**src/hw/rtl/ifs_pkg.sv**
```systemverilog
// ----------------------------------------------------------------------------
// ifs_pkg: shared types and constants
// Request and result word layouts, field codes and fixed-point constants.
// ----------------------------------------------------------------------------
package ifs_pkg;

	typedef struct packed {
		logic              req_type;
		logic [2:0]        map_index;
		logic [2:0]        coeff_select;
		logic signed [23:0] coeff_value;
		logic [6:0]        random_pct;
	} ifs_req_t;

	typedef struct packed {
		logic signed [31:0] point_x;
		logic signed [31:0] point_y;
		logic [2:0]         chosen_map;
		logic [3:0]         pixel_color;
		logic signed [15:0] plot_x;
		logic signed [15:0] plot_y;
		logic               on_screen;
	} ifs_res_t;

	// queued step: the chosen map only
	typedef struct packed {
		logic [2:0] map;
	} ifs_job_t;

	typedef enum logic [2:0] {
		BK_IDLE,
		BK_MUL,
		BK_SUM,
		BK_PIX,
		BK_OUT
	} ifs_bk_state_t;

	localparam logic       REQ_WRITE  = 1'b0;
	localparam logic       REQ_STEP   = 1'b1;
	localparam logic [2:0] SEL_WEIGHT = 3'd6;
	localparam logic [2:0] SEL_COLOR  = 3'd7;

	localparam logic [3:0] REG_MAP_COUNT = 4'd0;
	localparam logic [3:0] REG_SCALE_X   = 4'd1;
	localparam logic [3:0] REG_SCALE_Y   = 4'd2;
	localparam logic [3:0] REG_OFFSET_X  = 4'd3;
	localparam logic [3:0] REG_OFFSET_Y  = 4'd4;
	localparam logic [3:0] REG_SWAP_AXES = 4'd5;

	localparam logic signed [31:0] POS_ONE = 32'sh0001_0000;

endpackage

```
**src/hw/rtl/ifs_queue.sv**
```systemverilog
// ----------------------------------------------------------------------------
// ifs_queue: two-entry job queue
// Decouples map selection from the affine datapath.
// ----------------------------------------------------------------------------
module ifs_queue import ifs_pkg::*; (
	input  logic     clk,
	input  logic     arst_n,
	input  logic     push,
	input  ifs_job_t din,
	input  logic     pop,
	output logic     full,
	output logic     empty,
	output ifs_job_t dout
);
	ifs_job_t   mem_q [2];
	logic       wp_q;
	logic       rp_q;
	logic [1:0] cnt_q;

	assign full  = cnt_q == 2'd2;
	assign empty = cnt_q == 2'd0;
	assign dout  = mem_q[rp_q];

	always_ff @(posedge clk) begin
		if (push)
			mem_q[wp_q] <= din;
	end

	always_ff @(posedge clk or negedge arst_n) begin
		if (!arst_n) begin
			wp_q  <= 1'b0;
			rp_q  <= 1'b0;
			cnt_q <= '0;
		end else begin
			if (push)
				wp_q <= ~wp_q;
			if (pop)
				rp_q <= ~rp_q;
			cnt_q <= cnt_q + {1'b0, push} - {1'b0, pop};
		end
	end
endmodule

```
**config.mk**
```make
export PLATFORM = sky130hd
export DESIGN_NAME = ifs_queue
export DESIGN_NICKNAME = d
export VERILOG_FILES = /design/src/hw/rtl/ifs_pkg.sv /design/src/hw/rtl/ifs_queue.sv
export SDC_FILE = /design/constraint.sdc
export NUM_CORES = 1
export LEC_CHECK = 0
export ABC_AREA = 0
export BUFFER_PORTS_ARGS = -buffer_cell sky130_fd_sc_hd__buf_2
export CAP_MARGIN = 30
export CORE_AREA = 2 2 39 41
export DETAILED_ROUTE_END_ITERATION = 7
export DIE_AREA = 0 0 41 43
export HOLD_SLACK_MARGIN = 0.02
export PLACE_DENSITY = 0.64
export SLEW_MARGIN = 15
export SYNTH_ARGS = -nofsm -noshare
export SYNTH_HDL_FRONTEND = slang
export SYNTH_SLANG_ARGS = --single-unit
```
**constraint.sdc**
```tcl
create_clock -name clk -period 1.1 [get_ports clk]
set_input_delay 0.22 -clock clk [delete_from_list [all_inputs] [get_ports clk]]
set_output_delay 0.22 -clock clk [all_outputs]
set_load 0.05 [all_outputs]
```
# Word level (Yosys, flattened, before mapping)
# Memory sizes are Yosys's and may differ from the RTL's.
# Index checks and enable logic that the tools add are counted.
# Widths: inputs -> output; s select.
dict set report word_totals {
  ff_bits 4
  latch_bits 0
  ramBits 6
  rom_bits 0
  inputBits 7
  out_inout_bits 5
  wordCells 12
  memories 1
}
# memory words width read_ports rd_ports_with_merged_regs wr line
set mem_list {}
lappend mem_list {mem_q 2 3 1 0 1 ifs_queue.sv:15} ;# ifs_job_t mem_q [2];
dict set report op_classes {
  add_sub_neg 2
  n_mul 0
  div_mod_pow 0
  order_cmp 0
  eq_ne 1
  n_shift 0
  muxes 2
  bitwise 2
  n_reduce_logical 1
}
# operator count
set ops {}
lappend ops {{$add 2x1->2} 1}
lappend ops {{$eq 2x2->1 const B} 1}
lappend ops {{$logic_not 2->1} 1}
lappend ops {{$mux 1} 2}
lappend ops {{$not 1->1} 2}
lappend ops {{$sub 2x1->2} 1}

# Depth between registers and ports, before layout
dict set report logic_depth {
  depth_word 2
  mapped_depth 5
  depth_no_buf 5
}

# Least setup slack after synthesis
# OpenSTA, ideal clock, no wires.
dict set report synth_path {
  kind {register to output}
  start {register cnt_q[1]}
  end {output port full}
  t_arrival_ns 1.084
  required_ns 0.880
  path_slack_ns -0.204
  path_stages_with_launch 2
  path_buffers 0
  path_cell_list {dfrtp_1 -> nor2b_1}
}
dict set report synth_between {
  elab_chain_cells 1
}
# element line
set synth_rtl {}
lappend synth_rtl {{start, declared} ifs_queue.sv:18} ;# logic [1:0] cnt_q;
lappend synth_rtl {{start signal, assigned} ifs_queue.sv:39} ;# cnt_q <= cnt_q + {1'b0, push} - {1'b0, pop};
lappend synth_rtl {{$eq 2x2->1} ifs_queue.sv:20} ;# assign full = cnt_q == 2'd2;
lappend synth_rtl {{end, declared} ifs_queue.sv:11} ;# output logic full,
# Every way passes these cells.

==> flow_metrics.tcl <==
set metrics [dict create \
    drc 0 \
    areaGrowthSynthToFinish_pct 47.9 \
    grt_pass1_vias 286 \
    core_mm2 0.00138 \
    gr-usage-all-layers_pct 9.98 \
    synth_top_family_by_area "XOR/XNOR gates" \
    finalPower_uw 1820 \
    finalWirelength_um 668 \
    reg2reg_depth 5 \
    ys_seq_area_share_pct 68.3 \
    synth_area_per_cell_um2 17.1 \
    layout_min_cycle_time_ps 1390 \
    rsz0062_at_grt "yes" \
    htree_levels 1 \
    final_cell_mix "buf_2, edfxtp_1, buf_6" \
    cellPowerDensity_mw_per_mm2 3000 \
    cts-root-buf "clkbuf_4" \
    netlist_instances 24 \
    regArea_um2 282 \
    tns_ps -1190 \
    hold_path.class "primary input to register" \
    num_vias 233 \
    ir_drop_mv 1.11 \
    crit_fanout 4 \
    syn-cell-area_um2 410 \
    syn_nets 33 \
    min_period_over_period_pct 127 \
    power.leakage_uw 0.000280 \
    clock_path_buffers 2 \
    synth_seq_cells 10 \
    synth-simple-area-share_pct 5.49 \
    cts.clk_slew.worst_paths_ps 60 \
    final_area_um2 607 \
    tritoncts "done" \
    path_buf_inv 1 \
    numClockSinks 10 \
    reg2reg_setup_slack_ps -90 \
    hold_ws_ps 155 \
    dr.first_iter.drc_count 2 \
    synth_warnings 0 \
    synthAdderAreaFrac_pct 6.10 \
    fin_skew_ps 6.11 \
    die_x_um 41 \
    worstHoldPathCells 1 \
    diodes 0 \
    grt_max_degree 7 \
    synth_xor_area_share_pct 10.1 \
    worstPathRequired_ps 880 \
    grt_overflow 0 \
    drive_gt1_share_pct 53.5 \
    antenna_found_initial 0 \
    final_hold_viol_count 0 \
    maxCapViolations 0 \
    grt_pass1_wl_um 1160 \
    fmax_mhz 718 \
    r2r_start "cnt_q[0]" \
    nFillCells 133 \
    synth.area.mux_share_pct 8.23 \
    path_depth 2 \
    arrival_ps 1170 \
    endpoint "dout[2]" \
    final_nets 53 \
    gp_congestion 0.649 \
    synth_compound_area_share_pct 0 \
    dp_hpwl_um 543 \
    crit_start "rp_q" \
    worstReg2RegEnd "cnt_q[1]" \
    worst_slack_ps -292 \
    synth_cell_types 10 \
    slew_headroom_pct 81.4 \
    crit_path_end_kind "output pin" \
    clk_latency_ps 260 \
    finalSetupViolations 6 \
    cp_cell_sequence "mux2_4 -> buf_6" \
    dr.pass1.iters 2 \
    placedCellCount 54 \
    wl_per_cell_um 11.3 \
    placed_cell_area_um2 513 \
    ant_nets 0 \
    worst_path_largest_cell_delay_ps 440 \
    io_buffers 11 \
    crit_type "register to output pin" \
    vias_per_cell 3.95 \
    die_h_um 43 \
    critPathLaunchType "register" \
    finalMaxSlewViolations 0 \
    cp_top_family "flip-flops" \
    die-area_mm2 0.00176 \
    rows 14 \
    status "complete, but fails checks" \
    boundaryPins 12 \
    violations "setup timing" \
    numCtsBuffers 3 \
    worst_pin_slew_ps 278 \
    layoutNonFillerInstCount 59 \
    cp_slowest_cell "dfrtp_2" \
    multi_input_area_um2 149 \
    start_util_pct 29.7 \
]
==> cells by family (layout without fill, tap and decap cells) <==
logic type	after synthesis	after routing
xor gates and xnor gates	3	3
muxes	3	3
and+or+nand+nor	4	4
DFF	10	10
buffers and inverters	2	21
adders and majority gates	2	2
==> worst reg2reg max path, cell delays in order (launching register included) <==
cell,delay [ps]
dfrtp_1,350
inv_1,50
ha_1,260
inv_1,60
ha_1,140
xor3_1,210
==> stage by stage <==
| stage | worst slack (ps) | util, % |
|---|---|---|
| floorplan | -80.1 | - |
| global placement | -48.0 | 37.1 |
| detailed placement | -75.5 | 37.1 |
| CTS | -299 | 43.9 |
| global route | -322 | 43.9 |
| finish | -292 | 43.9 |
==> metal layers <==
layer  global-route usage [%]  wire length, µm  up-vias
met5                        0                0        -
met4                     4.00                0        0
met3                     3.14               14        0
met2                     16.6              408        2
met1                     11.1              245      111
li1                         -                -      120
==> sequential cells by signal, summed over array words and instances, names as in the netlist <==
signal  cells
cnt_q       2
mem_q       6
rp_q        1
wp_q        1
==> cell usage after synthesis (all sizes together) <==
cell / instances / area (µm²)
ha: 2 / 25.0
xor3: 1 / 23.8
edfxtp: 6 / 180
and2: 1 / 6.26
mux2: 3 / 33.8
nor2: 1 / 3.75
nor2b: 2 / 12.5
xor2: 2 / 17.5
inv: 2 / 7.51
dfrtp: 4 / 100
==> layout make-up <==
class | instances | share of cell area, %
Clock buffer | 3 | 3.71
Multi-Input combinational cell | 12 | 24.5
Inverter | 2 | 1.24
Tap cell | 16 | 3.30
Clock inverter | 1 | 0.619
Timing Repair Buffer | 15 | 20.2
Sequential cell | 10 | 46.4
==> power breakdown <==
part / internal (µW) / switching [µW]
Clock: 130 / 114
Combinational: 458 / 486
Sequential: 532 / 99.0
Total: 1120 / 699
==> worst min-delay path by stage <==
stage / from / to / slack, ps
4_1_cts: din[0] / mem_q[0][0] / 150
2_1_floorplan: arst_n / cnt_q[0] / -80
6_report: din[0] / mem_q[0][0] / 150
3_3_place_gp: arst_n / cnt_q[1] / 40
5_1_grt: din[1] / mem_q[1][1] / 140
3_5_place_dp: arst_n / cnt_q[1] / 30
==> repair_timing <==
item | CTS | global route
cloned | 0 | 0
pin swaps | 1 | 0
buffers inserted | 0 | 0
hold endpoints to repair | 4 | 0
gates resized for setup | 17 | 0
setup endpoints to repair | 6 | 7
hold buffers | 1 | 0
No activity file was read; power rests on OpenSTA's default activity.
