`src/hw/rtl/ifs_pkg.sv`:
```
// ----------------------------------------------------------------------------
// ifs_pkg: shared types and constants
// Request and result word layouts, field codes and fixed-point constants.
// ----------------------------------------------------------------------------
package ifs_pkg;

	typedef struct packed {
		logic              req_type;
		logic [2:0]        map_index;
		logic [2:0]        coeff_select;
		logic signed [23:0] coeff_value;
		logic [6:0]        random_pct;
	} ifs_req_t;

	typedef struct packed {
		logic signed [31:0] point_x;
		logic signed [31:0] point_y;
		logic [2:0]         chosen_map;
		logic [3:0]         pixel_color;
		logic signed [15:0] plot_x;
		logic signed [15:0] plot_y;
		logic               on_screen;
	} ifs_res_t;

	// queued step: the chosen map only
	typedef struct packed {
		logic [2:0] map;
	} ifs_job_t;

	typedef enum logic [2:0] {
		BK_IDLE,
		BK_MUL,
		BK_SUM,
		BK_PIX,
		BK_OUT
	} ifs_bk_state_t;

	localparam logic       REQ_WRITE  = 1'b0;
	localparam logic       REQ_STEP   = 1'b1;
	localparam logic [2:0] SEL_WEIGHT = 3'd6;
	localparam logic [2:0] SEL_COLOR  = 3'd7;

	localparam logic [3:0] REG_MAP_COUNT = 4'd0;
	localparam logic [3:0] REG_SCALE_X   = 4'd1;
	localparam logic [3:0] REG_SCALE_Y   = 4'd2;
	localparam logic [3:0] REG_OFFSET_X  = 4'd3;
	localparam logic [3:0] REG_OFFSET_Y  = 4'd4;
	localparam logic [3:0] REG_SWAP_AXES = 4'd5;

	localparam logic signed [31:0] POS_ONE = 32'sh0001_0000;

endpackage

```
`src/hw/rtl/ifs_front.sv`:
```
// ----------------------------------------------------------------------------
// ifs_front: request intake and map selection
// Takes table writes into the weight table and selects a map for each step
// by a scan over the cumulative weights, one map a cycle unless q_full.
// ----------------------------------------------------------------------------
module ifs_front import ifs_pkg::*; (
	input  logic            clk,
	input  logic            arst_n,
	input  logic            take,
	input  ifs_req_t        req,
	input  logic [3:0]      map_count,
	input  logic            q_full,
	output logic            scan_busy,
	output logic            push,
	output ifs_job_t        job
);
	logic [6:0] weight_q [8];
	logic       scan_q;
	logic [2:0] idx_q;
	logic [9:0] cum_q;
	logic [6:0] r_q;
	logic [2:0] last;
	logic [9:0] cum_nx;
	logic       hit;
	logic       done;

	always_comb begin
		if (map_count == 4'd0)
			last = 3'd0;
		else if (map_count > 4'd8)
			last = 3'd7;
		else
			last = 3'(map_count - 4'd1);
		cum_nx = cum_q + {3'd0, weight_q[idx_q]};
		hit    = {3'd0, r_q} <= cum_nx;
		done   = hit || (idx_q == last);
	end

	assign scan_busy = scan_q;
	assign push      = scan_q && !q_full && done;
	assign job.map   = hit ? idx_q : last;

	always_ff @(posedge clk) begin
		if (take && req.req_type == REQ_WRITE && req.coeff_select == SEL_WEIGHT) begin
			if (req.coeff_value < 0)
				weight_q[req.map_index] <= 7'd0;
			else if (req.coeff_value > 24'sd100)
				weight_q[req.map_index] <= 7'd100;
			else
				weight_q[req.map_index] <= req.coeff_value[6:0];
		end
	end

	always_ff @(posedge clk or negedge arst_n) begin
		if (!arst_n) begin
			scan_q <= 1'b0;
			idx_q  <= '0;
			cum_q  <= '0;
			r_q    <= '0;
		end else if (take && req.req_type == REQ_STEP) begin
			scan_q <= 1'b1;
			idx_q  <= '0;
			cum_q  <= '0;
			r_q    <= req.random_pct;
		end else if (scan_q && !q_full) begin
			if (done) begin
				scan_q <= 1'b0;
			end else begin
				idx_q <= idx_q + 3'd1;
				cum_q <= cum_nx;
			end
		end
	end
endmodule

```
`config.mk`:
```
export PLATFORM = sky130hd
export DESIGN_NAME = ifs_front
export DESIGN_NICKNAME = d
export VERILOG_FILES = /design/src/hw/rtl/ifs_pkg.sv /design/src/hw/rtl/ifs_front.sv
export SDC_FILE = /design/constraint.sdc
export NUM_CORES = 1
export LEC_CHECK = 0
export ABC_AREA = 1
export BUFFER_PORTS_ARGS = -buffer_cell sky130_fd_sc_hd__buf_2
export CAP_MARGIN = 20
export CORE_UTILIZATION = 40
export DETAILED_ROUTE_END_ITERATION = 8
export GPL_TIMING_DRIVEN = 0
export RECOVER_POWER = 100
export SLEW_MARGIN = 20
export SYNTH_ARGS = -nofsm -noshare
export SYNTH_HDL_FRONTEND = slang
export SYNTH_SLANG_ARGS = --single-unit
```
`constraint.sdc`:
```
create_clock -name clk -period 9.4 [get_ports clk]
set_clock_uncertainty 0.05 [all_clocks]
set_input_delay 0.94 -clock clk [delete_from_list [all_inputs] [get_ports clk]]
set_output_delay 0.94 -clock clk [all_outputs]
set_load 0.02 [all_outputs]
```
# Yosys cells after proc, flatten, opt, wreduce, memory -nomap -nowiden
# Memory sizes are Yosys's and may differ from the RTL's.
# Index checks and enable logic that the tools add are counted.
# totals
reg_bits	21
ramBits	56
in_bits	46
out_inout_bits	5
wordCells	55
memories	1
# memory_table
memory	words	word_bits	read_ports	rd_ports_with_merged_regs	wr	line	source
weight_q	8	7	1	0	1	ifs_front.sv:17	logic [6:0] weight_q [8];
# classes
addsub	3
order_cmp	4
eq_ne	3
mux	25
bitwise	3
n_reduce_logical	12
# op_table
cell	count
10-bit 2-to-1 mux	3
24-bit by 8-bit greater-than comparator with 1-bit output (second input constant)	1
24-bit by 1-bit less-than comparator with 1-bit output (second input constant)	1
3-bit 2-to-1 mux	6
1-bit 2-to-1 mux	14
7-bit 2-to-1 mux	2
10-bit by 7-bit adder with 10-bit output	1
7-bit by 10-bit <= comparator with 1-bit output	1
1-bit logical AND	5
4-bit greater-than comparator (second input constant)	1
4-bit logical NOT	1
2-bit AND reduction	2
2-bit nonzero test	2
3-bit by 1-bit adder with 3-bit output (second input constant)	1
3-bit equality test	1
3-bit equality test (second input constant)	1
3-bit by 1-bit subtractor with 3-bit output (second input constant)	1
2-bit by 1-bit != test with 1-bit output (second input constant)	1
1-bit bitwise OR	2
1-bit logical NOT	1
1-bit logical OR	1
1-bit NOT	1

# Depth between registers and ports, before layout
# Gate-level depths: netlist of the first run.
# logic_depth
ltp_word	8
depth_mapped	27
ltp_nobuf	25

# Worst setup path after synthesis of the first run
# OpenSTA, ideal clock, no wires.
# synth_timing
path_type	reg-to-output
from	register idx_q[0]
to	output job[0] (netlist bit)
t_arrival_ps	3545
required_ps	8410
slack_ps	4865
stages_incl_launch_ff	25
n_path_buf	2
cell_sequence	dfrtp_1 > inv_1 > clkbuf_1 > clkbuf_1 > nor2_1 > o22ai_1 > nor2_1 > a31oi_1 > ha_1 > nand2_1 > nand2_1 > nand2_1 > nand2_1 > nor2_1 > xor2_1 > ha_1 > nand2_1 > inv_1 > nand2_1 > nand3_1 > nand2_1 > a21oi_4 > nand3_2 > nor2_4 > o21ai_0
# synth_rtl
item	line	source
from (decl)	ifs_front.sv:19	logic [2:0] idx_q;
from (signal assigned)	ifs_front.sv:69	idx_q <= idx_q + 3'd1;
to (decl)	ifs_front.sv:15	output ifs_job_t job

==> results.sh, run 1 <==
export IMPL_outcome="complete, no violations"
export IMPL_pwr_share_comb=0.537
export IMPL_yosys_area_share_adder=0.05292
export IMPL_numClockSinks=77
export IMPL_worstHoldPathType="flip-flop to flip-flop"
export IMPL_synth_enable_flop_cells=56
export IMPL_ys_top_cells_by_count="90 x nand2_1, 86 x nor2_1, 56 x edfxtp_1, 42 x inv_1, 32 x o21ai_0"
export IMPL_post_dp_hpwl_um=6914
export IMPL_total_power_w=0.001374
export IMPL_final_hold_worst_slack_ns=0.4394
export IMPL_dieWidth_um=104
export IMPL_synth_async_sr_flop_share=0.2727
export IMPL_p_sw_frac=0.4708
export IMPL_io_pins=51
export IMPL_instances_no_fill=660
export IMPL_cp_max_fo=10
export IMPL_power_density_nw_per_um2=290.9
export IMPL_post_synth_cell_area_avg_um2=9.027
export IMPL_fmax_mhz=162.3
export IMPL_synth_ff_latch_count=77
export IMPL_power_sequential_fraction=0.293
export IMPL_drt_antenna_violating_nets=0
export IMPL_insertion_delay_ns=0.36
export IMPL_drv_max_cap_violation_count=0
export IMPL_timing_reg2reg_setup_slack_ns=4.21
export IMPL_synthTopCellsByArea="edfxtp_1 40%, dfrtp_1 13%, nand2_1 8.1%"
export IMPL_worst_rel_slew_slack=0.2113
export IMPL_mappedNetlistArea_um2=4161
export IMPL_fillerInstances=992
export IMPL_cts_hold_repair_buffers=0
export IMPL_antennaDiodeCount=0
export IMPL_crit_arrival_ns=5.17
export IMPL_cp_startpoint="idx_q[0]$_DFFE_PN0P_"
export IMPL_first_pass_grt_wire_length_um=15300
export IMPL_post_synth_top_area_cell="edfxtp_1"
export IMPL_post_syn_nets=524
export IMPL_endpoint_of_the_lowest_slack_register_to_register_path="cum_q[0]$_DFFE_PN0P_"
export IMPL_vdd_ir_drop_max_mv=0.1207
export IMPL_drtPass1Iterations=6
export IMPL_synth_seq_area_share=0.5304
export IMPL_finish_net_count=585
export IMPL_critical_path_slowest_stage_cell="clkbuf_1"
export IMPL_type_of_element_launching_the_critical_path="flip-flop"
export IMPL_numPortBuffers=50
export IMPL_drt_iter0_markers=134
export IMPL_yosys_area_share_xor_xnor=0.01684
export IMPL_rsz_0062_raised_after_global_routing="no"
export IMPL_setup_viol=0
export IMPL_fp_coreArea_um2=9910
export IMPL_muxShareOfSynthArea=0
export IMPL_synth_cell_types=33
export IMPL_start_util=0.4199
export IMPL_synth_compound_gate_area_share=0.08238
export IMPL_area_growth_synth_to_final_pct=13.50
export IMPL_grt_usage=0.1810
export IMPL_postSynth_topFlopCell="edfxtp_1"
export IMPL_synth_top_family_by_area="simple AND/OR/NAND/NOR gates"
export IMPL_die_area_um2=10820
export IMPL_final_util=0.4766
export IMPL_vias=3283
export IMPL_worstSetupEndpointType="output pin"
export IMPL_worst_r2r_path_depth=27
export IMPL_grt_start_max_net_pins=22
export IMPL_place_detailed_instances=644
export IMPL_regToRegStartpoint="idx_q[0]$_DFFE_PN0P_"
export IMPL_drive_gt1_frac=0.1727
export IMPL_clkPwrFrac=0.170
export IMPL_worst_endpoint_required_ns=8.41
export IMPL_remaining_drc_errors=0
export IMPL_netSwitchingPower_w=0.0006469
export IMPL_timing_critical_path_to="job[1]"
export IMPL_internal_power_w=0.0007272
export IMPL_yosysWarnings=0
export IMPL_ctsRootBufferMaster="clkbuf_8"
export IMPL_tritoncts_num_buffers=9
export IMPL_gpl_final_weighted_congestion=0.8325
export IMPL_ctsLongestPathBuffers=2
export IMPL_post_cts_resize_count=0
export IMPL_worst_slew_pin_slew_ns=1.174
export IMPL_via_per_inst=4.974
export IMPL_netlist_instances=461
export IMPL_grt_pass1_vias=3209
export IMPL_simple_gate_share_of_the_synthesized_area=0.2583
export IMPL_globalRouteOverflowTotal=0
export IMPL_yosysMostFrequentCell="nand2_1"
export IMPL_yosys_area_top_type_share=0.4041
export IMPL_leakagePower_nw=1.967
export IMPL_tritoncts="built"
export IMPL_fp_row_count=36
export IMPL_critical_path_max_stage_delay_ns=0.45
export IMPL_final_min_clock_period_ns=6.161
export IMPL_routedWlPerCell_um=13.85
export IMPL_worstSetupPathType="flip-flop to output pin"
export IMPL_cts_setup_buffers=0
export IMPL_timing_final_hold_violations=0
export IMPL_grt_antenna_before_repair=0
export IMPL_die_height_um=104
export IMPL_min_period_over_period=0.6554
export IMPL_path_clk_slew_ns=0.08
export IMPL_timing_final_max_slew_violations=0
export IMPL_wl_um=9142
export IMPL_h_tree_depth=3
export IMPL_setup_tns_final_ns=0
## state kept, by name, indices dropped and copies added, names as in the netlist
name	cells
r_q	7
weight_q	56
cum_q	10
idx_q	3
scan_busy	1
## layer usage
| layer | wire length, µm | vias to the layer above | track usage |
|---|---|---|---|
| li1 | - | 1661 | - |
| met1 | 4073 | 1557 | 0.2205 |
| met4 | 156 | 0 | 0.05714 |
| met2 | 4646 | 52 | 0.3186 |
| met3 | 267 | 13 | 0.03885 |
| met5 | 0 | - | 0 |
## worst min-delay path by stage
| stage | start | endpoint | slack [ns] | cells past startpoint |
|---|---|---|---|---|
| after global routing | scan_busy$_DFFE_PN0P_ | scan_busy$_DFFE_PN0P_ | 0.48 | 2 |
| after detailed placement | r_q[4]$_DFFE_PN0P_ | r_q[4]$_DFFE_PN0P_ | 0.43 | 2 |
| after global placement | r_q[5]$_DFFE_PN0P_ | r_q[5]$_DFFE_PN0P_ | 0.42 | 2 |
| after CTS | r_q[3]$_DFFE_PN0P_ | r_q[3]$_DFFE_PN0P_ | 0.45 | 2 |
| after floorplan | r_q[1]$_DFFE_PN0P_ | r_q[1]$_DFFE_PN0P_ | 0.41 | 2 |
| final | r_q[3]$_DFFE_PN0P_ | r_q[3]$_DFFE_PN0P_ | 0.44 | 2 |
## critical path: cells and delay by family, from the launching register on
kind,cells,cell delay (ns)
compound gates,4,0.86
xor+xnor,1,0.28
flops,1,0.43
simple gates,14,1.49
buf+inv,5,1.22
fa+ha+maj,2,0.53
## power groups by stage
stage               Clock, W  Combinational, W  Sequential (W)
detailed placement         0          0.000768        0.000411
global route        0.000252          0.000845        0.000406
finish              0.000233          0.000738        0.000403
CTS                 0.000239          0.000772        0.000403
global placement           0          0.000752        0.000410
floorplan                  0          0.000571        0.000409
## placed cells by master (no fill, tap or decap), drive strengths merged
master	count
ha	16
fa	1
a31oi	7
nor3	4
inv	49
nor4	2
a21oi	13
nand3	38
o21ai	35
and2	2
edfxtp	56
buf	49
clkbuf	24
nand4	6
nand2	93
clkinv	4
xor2	4
dfrtp	21
nor2	88
xnor2	4
or2	4
o22ai	7
## area by class of cell
| cell class | instances | area, µm² | share of cell area |
|---|---|---|---|
| sequential | 77 | 2207 | 0.4673 |
| multi-input combinational | 324 | 1689 | 0.3576 |
| timing repair buffer | 50 | 242.7 | 0.05139 |
| inverter | 46 | 172.7 | 0.03656 |
| tap | 133 | 166.4 | 0.03523 |
| clock buffer | 9 | 123.9 | 0.02623 |
| buffer | 14 | 66.31 | 0.01404 |
| clock inverter | 7 | 55.05 | 0.01166 |
## cell families (layout without fill, tap and decap cells)
logic type	after synthesis	after routing
simple gates	237	237
buf+inv	60	126
flops	77	77
fa+ha+maj	17	17
xor+xnor	8	8
compound gates	62	62
## metrics by stage
step	worst slack [ns]	area [µm²]
after floorplan	4.865	4161
after global placement	4.021	4578
after detailed placement	3.961	4578
after CTS	3.541	4757
after global routing	2.698	4723
final	3.239	4723
Power figures use the tool's default switching activity.
==> run 2, diff against run 1 <==
Clock period 9.4 ns to 5.6 ns, I/O delays scaled along.
==> results.sh, run 2 (same netlist as run 1, synthesis figures left out) <==
export IMPL_wl_um=9179
export IMPL_cp_common_cell="nand2_1"
export IMPL_setup_tns_final_ns=0
export IMPL_power_density_nw_per_um2=496.4
export IMPL_fp_coreArea_um2=9910
export IMPL_layout_setup_ws_ns=0.4126
export IMPL_timing_final_max_slew_violations=0
export IMPL_grt_antenna_before_repair=0
export IMPL_worstSetupEndpointType="output pin"
export IMPL_start_util=0.4199
export IMPL_cp_max_fo=10
export IMPL_gpl_final_weighted_congestion=0.8325
export IMPL_drt_antenna_violating_nets=0
export IMPL_leakagePower_nw=1.988
export IMPL_drive_gt1_frac=0.1882
export IMPL_via_per_inst=4.958
export IMPL_cp_startpoint="idx_q[1]$_DFFE_PN0P_"
export IMPL_numPortBuffers=50
export IMPL_numClockSinks=77
export IMPL_grt_start_max_net_pins=22
export IMPL_crit_arrival_ns=4.58
export IMPL_vdd_ir_drop_max_mv=0.2195
export IMPL_timing_final_hold_violations=0
export IMPL_registers_top_by_ff_count="weight_q"
export IMPL_min_delay_start="req[4]"
export IMPL_layout_cells_most_common_list="90 x nand2_1, 86 x nor2_1, 56 x edfxtp_1"
export IMPL_first_pass_grt_wire_length_um=15300
export IMPL_finish_net_count=584
export IMPL_critical_path_max_stage_delay_ns=0.39
export IMPL_outcome="complete, no violations"
export IMPL_dp_worst_setup_slack_ns=0.5411
export IMPL_final_util=0.4792
export IMPL_critical_path_slowest_stage_cell="dfrtp_1"
export IMPL_worst_endpoint_required_ns=4.99
export IMPL_dieWidth_um=104
export IMPL_grt_pass1_vias=3209
export IMPL_antennaDiodeCount=0
export IMPL_min_period_over_period=0.9263
export IMPL_die_height_um=104
export IMPL_setup_viol=0
export IMPL_globalRouteOverflowTotal=0
export IMPL_h_tree_depth=3
export IMPL_tritoncts_num_buffers=9
export IMPL_cts_setup_buffers=0
export IMPL_layout_commonest_cell="nand2_1"
export IMPL_regToRegStartpoint="idx_q[1]$_DFFE_PN0P_"
export IMPL_fillerInstances=987
export IMPL_largestRegisters="weight_q: 56 flops, cum_q: 10 flops, r_q: 7 flops"
export IMPL_ctsLongestPathBuffers=2
export IMPL_drtPass1Iterations=4
export IMPL_die_area_um2=10820
export IMPL_worstSetupPathType="flip-flop to output pin"
export IMPL_drt_iter0_markers=158
export IMPL_area_growth_synth_to_final_pct=14.10
export IMPL_cts_hold_repair_buffers=0
export IMPL_rsz_0062_raised_after_global_routing="no"
export IMPL_fmax_mhz=192.8
export IMPL_worstHoldPathType="input pin to flip-flop"
export IMPL_worst_slew_pin_slew_ns=1.212
export IMPL_ctsRootBufferMaster="clkbuf_8"
export IMPL_routedWlPerCell_um=13.93
export IMPL_drv_max_cap_violation_count=0
export IMPL_worst_rel_slew_slack=0.1855
export IMPL_tritoncts="built"
export IMPL_post_cts_resize_count=0
export IMPL_final_hold_worst_slack_ns=0.3396
export IMPL_io_pins=51
export IMPL_grt_usage=0.1810
export IMPL_remaining_drc_errors=0
export IMPL_path_clk_slew_ns=0.09
export IMPL_post_dp_hpwl_um=6914
export IMPL_vias=3267
export IMPL_final_min_clock_period_ns=5.187
export IMPL_type_of_element_launching_the_critical_path="flip-flop"
export IMPL_largest_reg_flops=56
export IMPL_fp_row_count=36
export IMPL_insertion_delay_ns=0.36
==> run 2: cell types whose count changed in the layout (fill, tap and decap cells not counted), sizes merged <==
cell | before | now
buf | 49 | 50
clkbuf | 24 | 22
==> run 2: where the power goes <==
part           switching, W  internal (W)
clock              0.000225      0.000167
sequential        0.0000313      0.000645
combinational      0.000848      0.000440
total               0.00110       0.00125
==> run 2: worst paths after layout <==
check                                        to  slack [ns]  cells after the start
min in group asynchronous    r_q[4]$_DFFE_PN0P_        0.36                      1
min reg2reg                  r_q[3]$_DFFE_PN0P_        0.44                      2
max                                      job[1]        0.41                     26
max reg2reg                cum_q[0]$_DFFE_PN0P_        0.90                     27
max in group asynchronous  idx_q[1]$_DFFE_PN0P_        4.43                      1
min                          r_q[4]$_DFFE_PN0P_        0.34                      3
==> run 2: final cells by class <==
class | count | area, µm² | area share
clock inverters | 7 | 55.05 | 0.01159
multi-input cells | 324 | 1710 | 0.3602
plain buffers | 13 | 65.06 | 0.01370
well taps | 133 | 166.4 | 0.03505
inverters | 46 | 172.7 | 0.03636
repair buffers | 50 | 247.7 | 0.05217
clock buffers | 9 | 123.9 | 0.02609
flip-flops and latches | 77 | 2207 | 0.4648
==> run 2: layer usage <==
layer | global-route usage | routed length [µm] | vias up
met4 | 0.05714 | 155 | 0
met5 | 0 | 0 | -
li1 | - | - | 1659
met3 | 0.03885 | 299 | 13
met1 | 0.2205 | 4083 | 1543
met2 | 0.3186 | 4641 | 52
==> run 2: worst max-delay path: cells and delay by family, from the launching register on <==
family,cells,cell delay [ns]
buf+inv,5,0.96
simple gates,13,1.29
xor+xnor,1,0.12
flops,1,0.39
fa+ha+maj,2,0.65
compound gates,5,0.85
==> run 2: through the flow <==
step,cell area [µm²],cells,power (W)
after floorplan,4161,461,0.001644
after global placement,4578,644,0.001951
after detailed placement,4578,644,0.001978
after CTS,4757,660,0.002375
after global routing,4748,659,0.002570
final,4748,659,0.002357
==> run 3, diff against run 2 <==
Settings changed: PLACE_DENSITY set to 0.62.
==> results.sh, run 3 (same netlist as run 1, synthesis figures left out) <==
export IMPL_outcome="complete, no violations"
export IMPL_setup_viol=0
export IMPL_remaining_drc_errors=0
export IMPL_worstSetupPathType="flip-flop to output pin"
export IMPL_worst_rel_slew_slack=0.1672
export IMPL_postLayoutCellArea_um2=4796
export IMPL_first_pass_grt_wire_length_um=15590
export IMPL_post_dp_hpwl_um=7042
export IMPL_power_density_nw_per_um2=512.0
export IMPL_grt_pass1_vias=3310
export IMPL_vias=3294
export IMPL_antennaDiodeCount=0
export IMPL_final_util=0.4840
export IMPL_cp_max_fo=12
export IMPL_drt_antenna_violating_nets=0
export IMPL_cts_setup_buffers=0
export IMPL_type_of_element_launching_the_critical_path="flip-flop"
export IMPL_ctsLongestPathBuffers=2
export IMPL_largest_reg_flops=56
export IMPL_die_area_um2=10820
export IMPL_cp_common_cell="nand2_1"
export IMPL_layout_cells_most_common_list="90 x nand2_1, 86 x nor2_1, 56 x edfxtp_1"
export IMPL_numClockSinks=77
export IMPL_worstHoldPathType="input pin to flip-flop"
export IMPL_h_tree_depth=3
export IMPL_drtPass1Iterations=4
export IMPL_fillerInstances=976
export IMPL_ctsRootBufferMaster="clkbuf_8"
export IMPL_insertion_delay_ns=0.36
export IMPL_grt_start_max_net_pins=22
export IMPL_drt_iter0_markers=90
export IMPL_rsz_0062_raised_after_global_routing="no"
export IMPL_layout_commonest_cell="nand2_1"
export IMPL_crit_arrival_ns=4.53
export IMPL_globalRouteOverflowTotal=0
export IMPL_tritoncts="built"
export IMPL_drv_max_cap_violation_count=0
export IMPL_path_clk_slew_ns=0.09
export IMPL_gpl_final_weighted_congestion=0.7944
export IMPL_total_power_w=0.002456
export IMPL_dp_worst_setup_slack_ns=0.5417
export IMPL_tritoncts_num_buffers=9
export IMPL_setup_tns_final_ns=0
export IMPL_layout_setup_ws_ns=0.4633
export IMPL_numPortBuffers=50
export IMPL_area_growth_synth_to_final_pct=15.24
export IMPL_finish_net_count=585
export IMPL_wl_um=9327
export IMPL_fmax_mhz=194.7
export IMPL_vdd_ir_drop_max_mv=0.1828
export IMPL_worstSetupEndpointType="output pin"
export IMPL_io_pins=51
export IMPL_drive_gt1_frac=0.1841
export IMPL_routedWlPerCell_um=14.13
export IMPL_via_per_inst=4.991
export IMPL_fp_coreArea_um2=9910
export IMPL_cts_hold_repair_buffers=0
export IMPL_grt_antenna_before_repair=0
export IMPL_die_height_um=104
export IMPL_leakagePower_nw=2.005
export IMPL_dieWidth_um=104
export IMPL_min_period_over_period=0.9173
export IMPL_critical_path_slowest_stage_cell="dfrtp_1"
export IMPL_start_util=0.4199
export IMPL_placed_cell_area_um2=4583
export IMPL_timing_final_hold_violations=0
export IMPL_final_min_clock_period_ns=5.137
export IMPL_largestRegisters="weight_q: 56 flops, cum_q: 10 flops, r_q: 7 flops"
export IMPL_worst_slew_pin_slew_ns=1.249
export IMPL_fp_row_count=36
export IMPL_grt_usage=0.1863
export IMPL_worst_endpoint_required_ns=4.99
export IMPL_timing_final_max_slew_violations=0
export IMPL_critical_path_max_stage_delay_ns=0.44
export IMPL_registers_top_by_ff_count="weight_q"
[run 3: cell type report]
| cell class | instances | area, µm² | area share |
|---|---|---|---|
| inverter | 46 | 172.7 | 0.03600 |
| timing repair buffer | 51 | 249.0 | 0.05192 |
| tap | 133 | 166.4 | 0.03470 |
| sequential | 77 | 2207 | 0.4602 |
| multi-input combinational | 324 | 1703 | 0.3551 |
| clock inverter | 7 | 108.9 | 0.02270 |
| clock buffer | 9 | 123.9 | 0.02583 |
| buffer | 13 | 65.06 | 0.01357 |
[run 3: stage by stage]
step | hold slack (ns) | std cells
global route | 0.3340 | 660
floorplan | 0.2144 | 461
global placement | 0.4257 | 644
detailed placement | 0.4287 | 645
finish | 0.3431 | 660
CTS | 0.1246 | 661
[run 3: timing repair]
item / CTS / global route
gates resized for setup: 0 / 4
endpoints found under the hold margin: 0 / 0
setup endpoints to repair: 0 / 4
[run 3: report_power, final]
| part | internal (W) | switching, W | total (W) | leakage, nW |
|---|---|---|---|---|
| sequential | 0.000645 | 0.0000328 | 0.000678 | 0.659 |
| clock | 0.000262 | 0.000236 | 0.000498 | 0.119 |
| combinational | 0.000435 | 0.000845 | 0.00128 | 1.23 |
[run 3: per-layer routing]
metal  up-vias  track usage  part of all wire
met4         0      0.05918             0.018
met1      1539       0.2162              0.44
met5         -            0                 0
li1       1668            -                 -
met2        75       0.3395              0.51
met3        12      0.04073             0.039
[run 3: worst paths after layout]
check	depth (start not counted)	startpoint	to	slack (ns)
max	25	idx_q[0]$_DFFE_PN0P_	job[1]	0.46
min	3	req[2]	r_q[2]$_DFFE_PN0P_	0.34
max reg2reg	26	idx_q[0]$_DFFE_PN0P_	cum_q[1]$_DFFE_PN0P_	0.91
min reg2reg	2	r_q[1]$_DFFE_PN0P_	r_q[1]$_DFFE_PN0P_	0.45
max in group asynchronous	1	arst_n	cum_q[4]$_DFFE_PN0P_	4.36
min in group asynchronous	1	arst_n	r_q[6]$_DFFE_PN0P_	0.39
[run 3: critical path, delay by kind of cell, from the launching register on]
kind	cells	cell delay, ns
compound gates	4	0.72
xor+xnor	1	0.30
fa+ha+maj	2	0.55
buf+inv	3	0.82
flops	1	0.44
simple gates	15	1.31
